==> src/hdl/drdma_pkg.sv <==
`timescale 1ns / 1ps
// shared types, codes and sizes of the two-requester block-copy engine
package drdma_pkg;

  localparam int DATA_W           = 32;
  localparam int REG_COUNT        = 8;
  localparam int REG_ACCESS_BYTES = 4;
  localparam int BUFFER_WORDS     = 256;
  localparam int BUF_AW           = (BUFFER_WORDS > 1) ? $clog2(BUFFER_WORDS) : 1;
  localparam int POS_W            = $clog2(BUFFER_WORDS + 1);
  localparam int CAP_BYTES        = 4 * BUFFER_WORDS;
  localparam int BYTES_W          = $clog2(CAP_BYTES + 1);

  typedef enum logic [1:0] {
    OP_REG_WRITE = 2'd0,
    OP_REG_READ  = 2'd1,
    OP_TICK      = 2'd2,
    OP_MEM_DATA  = 2'd3
  } opcode_t;

  typedef enum logic [2:0] {
    KIND_NONE         = 3'd0,
    KIND_ACCESS_OK    = 3'd1,
    KIND_BUSY         = 3'd2,
    KIND_ACCESS_ERROR = 3'd3,
    KIND_READ_REQ     = 3'd4,
    KIND_WRITE_WORD   = 3'd5,
    KIND_FAULT        = 3'd6
  } kind_t;

  typedef enum logic [2:0] {
    PH_IDLE  = 3'd0,
    PH_READ  = 3'd1,
    PH_WRITE = 3'd2,
    PH_DONE  = 3'd3,
    PH_FAULT = 3'd4
  } phase_t;

  typedef enum logic [1:0] {
    SLOT_SRC   = 2'd0,
    SLOT_TGT   = 2'd1,
    SLOT_SIZE  = 2'd2,
    SLOT_START = 2'd3
  } slot_t;

  typedef struct packed {
    opcode_t             opcode;
    logic [7:0]          reg_byte_addr;
    logic [3:0]          access_bytes;
    logic [DATA_W-1:0]   bus_data;
    logic                bus_fault;
  } item_t;

  typedef struct packed {
    kind_t               result_kind;
    logic [DATA_W-1:0]   mem_addr;
    logic [BYTES_W-1:0]  mem_bytes;
    logic [DATA_W-1:0]   mem_word;
    logic                last_word;
    logic                irq_first;
    logic                irq_second;
    logic                serving;
  } result_t;

  // owner's view of the register file, seen by the copy sequencer
  typedef struct packed {
    logic                owner;
    logic                start_any;
    logic                start_own;
    logic [DATA_W-1:0]   src_addr;
    logic [DATA_W-1:0]   tgt_addr;
    logic [BYTES_W-1:0]  size_bytes;
  } chan_view_t;

  typedef struct packed {
    kind_t               kind;
    logic                owner_next;
  } access_status_t;

  typedef struct packed {
    kind_t               kind;
    logic [DATA_W-1:0]   mem_addr;
    logic [BYTES_W-1:0]  mem_bytes;
    logic [DATA_W-1:0]   mem_word;
    logic                last_word;
    logic [1:0]          irq_next;
    logic                release_claim;
  } copy_status_t;

endpackage

==> src/hdl/drdma_regs.sv <==
`timescale 1ns / 1ps
// per-requester register file with engine claim and busy answer
module drdma_regs (
  input  logic                     clk,
  input  logic                     rst,
  input  logic                     fire,
  input  drdma_pkg::item_t         item,
  input  logic                     release_claim,
  output drdma_pkg::chan_view_t    view,
  output drdma_pkg::access_status_t status
);

  logic [drdma_pkg::DATA_W-1:0]  src_addr   [2];
  logic [drdma_pkg::DATA_W-1:0]  tgt_addr   [2];
  logic [drdma_pkg::BYTES_W-1:0] size_bytes [2];
  logic [1:0]                    start_set;
  logic                          claimed;
  logic                          owner;

  logic [5:0]                    widx;
  logic                          who;
  logic                          bad;
  logic                          busy;
  logic                          is_access;
  logic                          take_claim;
  logic                          wr_en;
  logic                          wr_who;
  drdma_pkg::slot_t              wr_slot;
  logic [drdma_pkg::BYTES_W-1:0] size_clamped;

  always_comb begin
    widx       = item.reg_byte_addr[7:2];
    who        = |widx[5:2];
    bad        = (widx > 6'(drdma_pkg::REG_COUNT - 1)) ||
                 (item.access_bytes != 4'(drdma_pkg::REG_ACCESS_BYTES));
    is_access  = (item.opcode == drdma_pkg::OP_REG_WRITE) ||
                 (item.opcode == drdma_pkg::OP_REG_READ);
    busy       = claimed && (who != owner);
    take_claim = fire && is_access && !busy;
    wr_en      = take_claim && !bad && (item.opcode == drdma_pkg::OP_REG_WRITE);
    wr_who     = widx[2];
    wr_slot    = drdma_pkg::slot_t'(widx[1:0]);
    // byte size kept already clamped to the buffer
    size_clamped = (item.bus_data > drdma_pkg::DATA_W'(drdma_pkg::CAP_BYTES)) ?
                   drdma_pkg::BYTES_W'(drdma_pkg::CAP_BYTES) :
                   item.bus_data[drdma_pkg::BYTES_W-1:0];
  end

  always_comb begin
    if (!is_access) begin
      status.kind = drdma_pkg::KIND_NONE;
    end else if (busy) begin
      status.kind = drdma_pkg::KIND_BUSY;
    end else if (bad) begin
      status.kind = drdma_pkg::KIND_ACCESS_ERROR;
    end else begin
      status.kind = drdma_pkg::KIND_ACCESS_OK;
    end
    status.owner_next = take_claim ? who : owner;
  end

  always_ff @(posedge clk) begin
    if (rst) begin
      claimed <= 1'b0;
      owner   <= 1'b0;
    end else if (take_claim) begin
      claimed <= 1'b1;
      owner   <= who;
    end else if (release_claim) begin
      claimed <= 1'b0;
    end
  end

  always_ff @(posedge clk) begin
    if (rst) begin
      src_addr[0]   <= '0;
      src_addr[1]   <= '0;
      tgt_addr[0]   <= '0;
      tgt_addr[1]   <= '0;
      size_bytes[0] <= '0;
      size_bytes[1] <= '0;
      start_set     <= '0;
    end else if (wr_en) begin
      unique case (wr_slot)
        drdma_pkg::SLOT_SRC:   src_addr[wr_who]   <= item.bus_data;
        drdma_pkg::SLOT_TGT:   tgt_addr[wr_who]   <= item.bus_data;
        drdma_pkg::SLOT_SIZE:  size_bytes[wr_who] <= size_clamped;
        drdma_pkg::SLOT_START: start_set[wr_who]  <= |item.bus_data;
      endcase
    end
  end

  always_comb begin
    view.owner      = owner;
    view.start_any  = |start_set;
    view.start_own  = start_set[owner];
    view.src_addr   = src_addr[owner];
    view.tgt_addr   = tgt_addr[owner];
    view.size_bytes = size_bytes[owner];
  end

  // release only comes from a tick, never together with a claim
  a_release_on_tick: assert property (@(posedge clk) disable iff (rst)
    release_claim |-> (fire && (item.opcode == drdma_pkg::OP_TICK)))
    else $error("claim released outside a tick");

  // while the claim lasts the owner cannot move
  a_owner_held: assert property (@(posedge clk) disable iff (rst)
    (claimed && $past(claimed) && !$past(rst)) |-> (owner == $past(owner)))
    else $error("owner changed during claim");

endmodule

==> config.mk <==
export PLATFORM = sky130hd
export DESIGN_NAME = drdma_regs
export DESIGN_NICKNAME = d
export VERILOG_FILES = /design/src/hdl/drdma_pkg.sv /design/src/hdl/drdma_regs.sv
export SDC_FILE = /design/constraint.sdc
export NUM_CORES = 1
export LEC_CHECK = 0
export BUFFER_PORTS_ARGS = -buffer_cell sky130_fd_sc_hd__buf_2
export CAP_MARGIN = 10
export CELL_PAD_IN_SITES_DETAIL_PLACEMENT = 1
export CELL_PAD_IN_SITES_GLOBAL_PLACEMENT = 1
export CORE_ASPECT_RATIO = 0.75
export CORE_MARGIN = 4
export CORE_UTILIZATION = 41
export DETAILED_ROUTE_END_ITERATION = 7
export GPL_ROUTABILITY_DRIVEN = 0
export PLACE_DENSITY_LB_ADDON = 0.1
export SETUP_SLACK_MARGIN = 0.15
export SYNTH_ARGS = -nofsm -noshare
export SYNTH_HDL_FRONTEND = slang
export SYNTH_SLANG_ARGS = --single-unit
==> constraint.sdc <==
create_clock -name clk -period 2.45 [get_ports clk]
set_input_delay 0.245 -clock clk [delete_from_list [all_inputs] [get_ports clk]]
set_output_delay 0.245 -clock clk [all_outputs]
set_load 0.02 [all_outputs]
==> metrics <==
status finished, final reports clean; Finish-stage setup viols 0; die footprint 19500 µm²; Hold Path Class input port to register; global route total overflow 0; critical path peak fanout 82; clock period minus worst slack 2.07 ns; Max H-tree Level 4; startpoint types register; Worst EP required 2.20 ns; Tot GR Track Use 0.182; WS Path Type register to primary output; vias in the first global route 4787; Num Clock Sinks 154; Fill cells 1709; clk_lat worst skew 0.43 ns; worst slack at placement 0.0629 ns; crit share post-route 0.846; first-pass GRT wire length 26600 µm; Hold Path Stages 2; site row count 41; DRT Pass-1 Iters 4; syn_nets 535; leading cell type in the layout, fill and taps excluded edfxtp_1; R2R setup slack 0.38 ns; setup bufs post-CTS 0; Synth area leader edfxtp_1; port bufs 128; number of max-cap violations 0; part of the Yosys area used for sequential elements 0.648; Root Buffer Master clkbuf_16; Post-CTS Hold Fix Bufs 0; register bit total from synthesis 154; pwr/cell area 728 nW/µm²; top cell type's share of synthesized area 0.636; Crit-path slowest cell mux2_2; CP arrival 1.83 ns; TritonCTS buffer count 17; clock tree buffer depth 2; largest net degree at the start of global routing 83; Netlist Area Pre-Place 7080 µm²; clock skew 0.00855 ns; P&R area growth vs syn 23.6%; Fin Hold WS 0.154 ns; YS warnings 0; Post-Route WL 16900 µm; fraction of layout cells with a size suffix above 1 0.431; core area 16900 µm²; Max VDD drop 366 µV; final hold viol count 0; unrepaired setup endpoints after global routing no; Die Height 122 µm; setup TNS 0 ns; die width 160 µm; reg2reg end tgt_addr[0][13]; post-CTS sizing 0; Slew @ Worst Pin 0.689 ns; Via density 5.14; number of antenna-violating nets in the routed design 0; initial antenna violation count 0; crit end category primary output; Mapped Avg Cell Area 14.6 µm²; Cells after Synth 484; post-synth cell types 43; CP peak stage delay 0.42 ns; Slew Limit Fails 0; Pleak 3.43 nW; routed vias 4367; CTS tree built; CTS clk-pin slew, worst paths 0.06 ns; Initial Util 0.419; Final nets 674; crit-path cells buf_12 > mux2_2 > buf_2; Slew headroom 0.536; top area cells in the synthesized netlist edfxtp_1 64%, mux2_2 12%, and2_1 11%; hold wc startpoint item[21]; I/O pins 133; DPL Wire Length 11200 µm; most frequent cells in the layout 150 x edfxtp_1, 129 x and2_1, 128 x buf_2, 75 x mux2_2, 17 x clkbuf_16; antenna diode count 0; initial DRC count 239; Hold Crit Endpoint src_addr[1][20]; worst r2r src owner; # DRC 0; total power 6.37 mW; WL/cell 19.9 µm; Max Freq 482 MHz; Final Worst Setup Slack 0.377 ns; worst reg-to-reg path cell count 5
==> synth_stat cells (all sizes together) <==
cell	count
a2111oi	3
a211oi	1
a21oi	6
a221oi	1
a31oi	1
and2	129
and3	4
and3b	1
and4	1
buf	19
clkbuf	12
conb	1
dfxtp	4
edfxtp	150
inv	3
mux2	75
nand2	12
nand3	1
nand3b	1
nand4	2
nand4bb	1
nor2	3
nor2b	2
nor3	15
nor3b	1
nor4	8
nor4b	12
nor4bb	1
o21ai	1
o21bai	2
or2	5
or3b	1
or4	1
or4b	2
xnor2	1
xor2	1
==> critical path: cells and delay by family (launching register included) <==
| family | cells | cell delay (ns) |
|---|---|---|
| muxes | 1 | 0.42 |
| buffers and inverters | 2 | 0.52 |
| DFF | 1 | 0.36 |
==> worst max-delay path by stage <==
stage,startpoint,endpoint,slack (ns),cells past startpoint
4_1_cts,owner,tgt_addr[0][17],0.37,5
6_report,owner,view[50],0.38,3
3_3_place_gp,item[46],tgt_addr[0][16],0.08,6
3_5_place_dp,item[46],tgt_addr[0][16],0.06,6
5_1_grt,owner,tgt_addr[0][17],0.24,5
2_1_floorplan,owner,size_bytes[1][0],0.17,5
==> logic make-up (layout without fill, tap and decap cells) <==
kind of cell | Yosys count | in the layout | synth area share
multiplexers | 75 | 75 | 0.119
flip-flops | 154 | 154 | 0.648
AND/OR/NAND/NOR | 203 | 203 | 0.189
other | 1 | 1 | 0.000530
buffers and inverters | 34 | 185 | 0.0237
XOR/XNOR | 2 | 2 | 0.00248
AO/OA/AOI/OAI | 15 | 15 | 0.0175
==> state kept, by name, summed over array words and instances (netlist names) <==
| register | flops |
|---|---|
| claimed | 1 |
| tgt_addr | 64 |
| start_set | 2 |
| size_bytes | 22 |
| src_addr | 64 |
| owner | 1 |
==> routing by layer <==
| layer | wire length (µm) | GRT usage | part of all wire | vias up |
|---|---|---|---|---|
| met4 | 176 | 0.0618 | 0.010 | 0 |
| met5 | 0 | 0 | 0 | - |
| met1 | 7780 | 0.241 | 0.46 | 2202 |
| met3 | 806 | 0.0470 | 0.048 | 14 |
| met2 | 8120 | 0.294 | 0.48 | 104 |
| li1 | - | - | - | 2047 |
==> layout make-up <==
cell class | count | area (µm²) | area share
inverter | 3 | 11.3 | 0.00129
multi-input combinational | 296 | 2340 | 0.267
tap | 215 | 269 | 0.0307
clock buffer | 20 | 437 | 0.0499
timing repair buffer | 151 | 938 | 0.107
sequential | 154 | 4590 | 0.524
clock inverter | 11 | 170 | 0.0194
==> metrics by stage <==
stage               instance area [µm²]  std cells   util
floorplan                          7090        484      -
global placement                   8140        819  0.482
detailed placement                 8140        819  0.482
CTS                                8750        850  0.518
global route                       8750        850  0.518
finish                             8750        850  0.518
==> power breakdown <==
part	switching (mW)	internal, mW
Combinational	0.376	0.239
Sequential	0.0271	2.97
Clock	1.05	1.70
No activity file was read; power rests on OpenSTA's default activity.
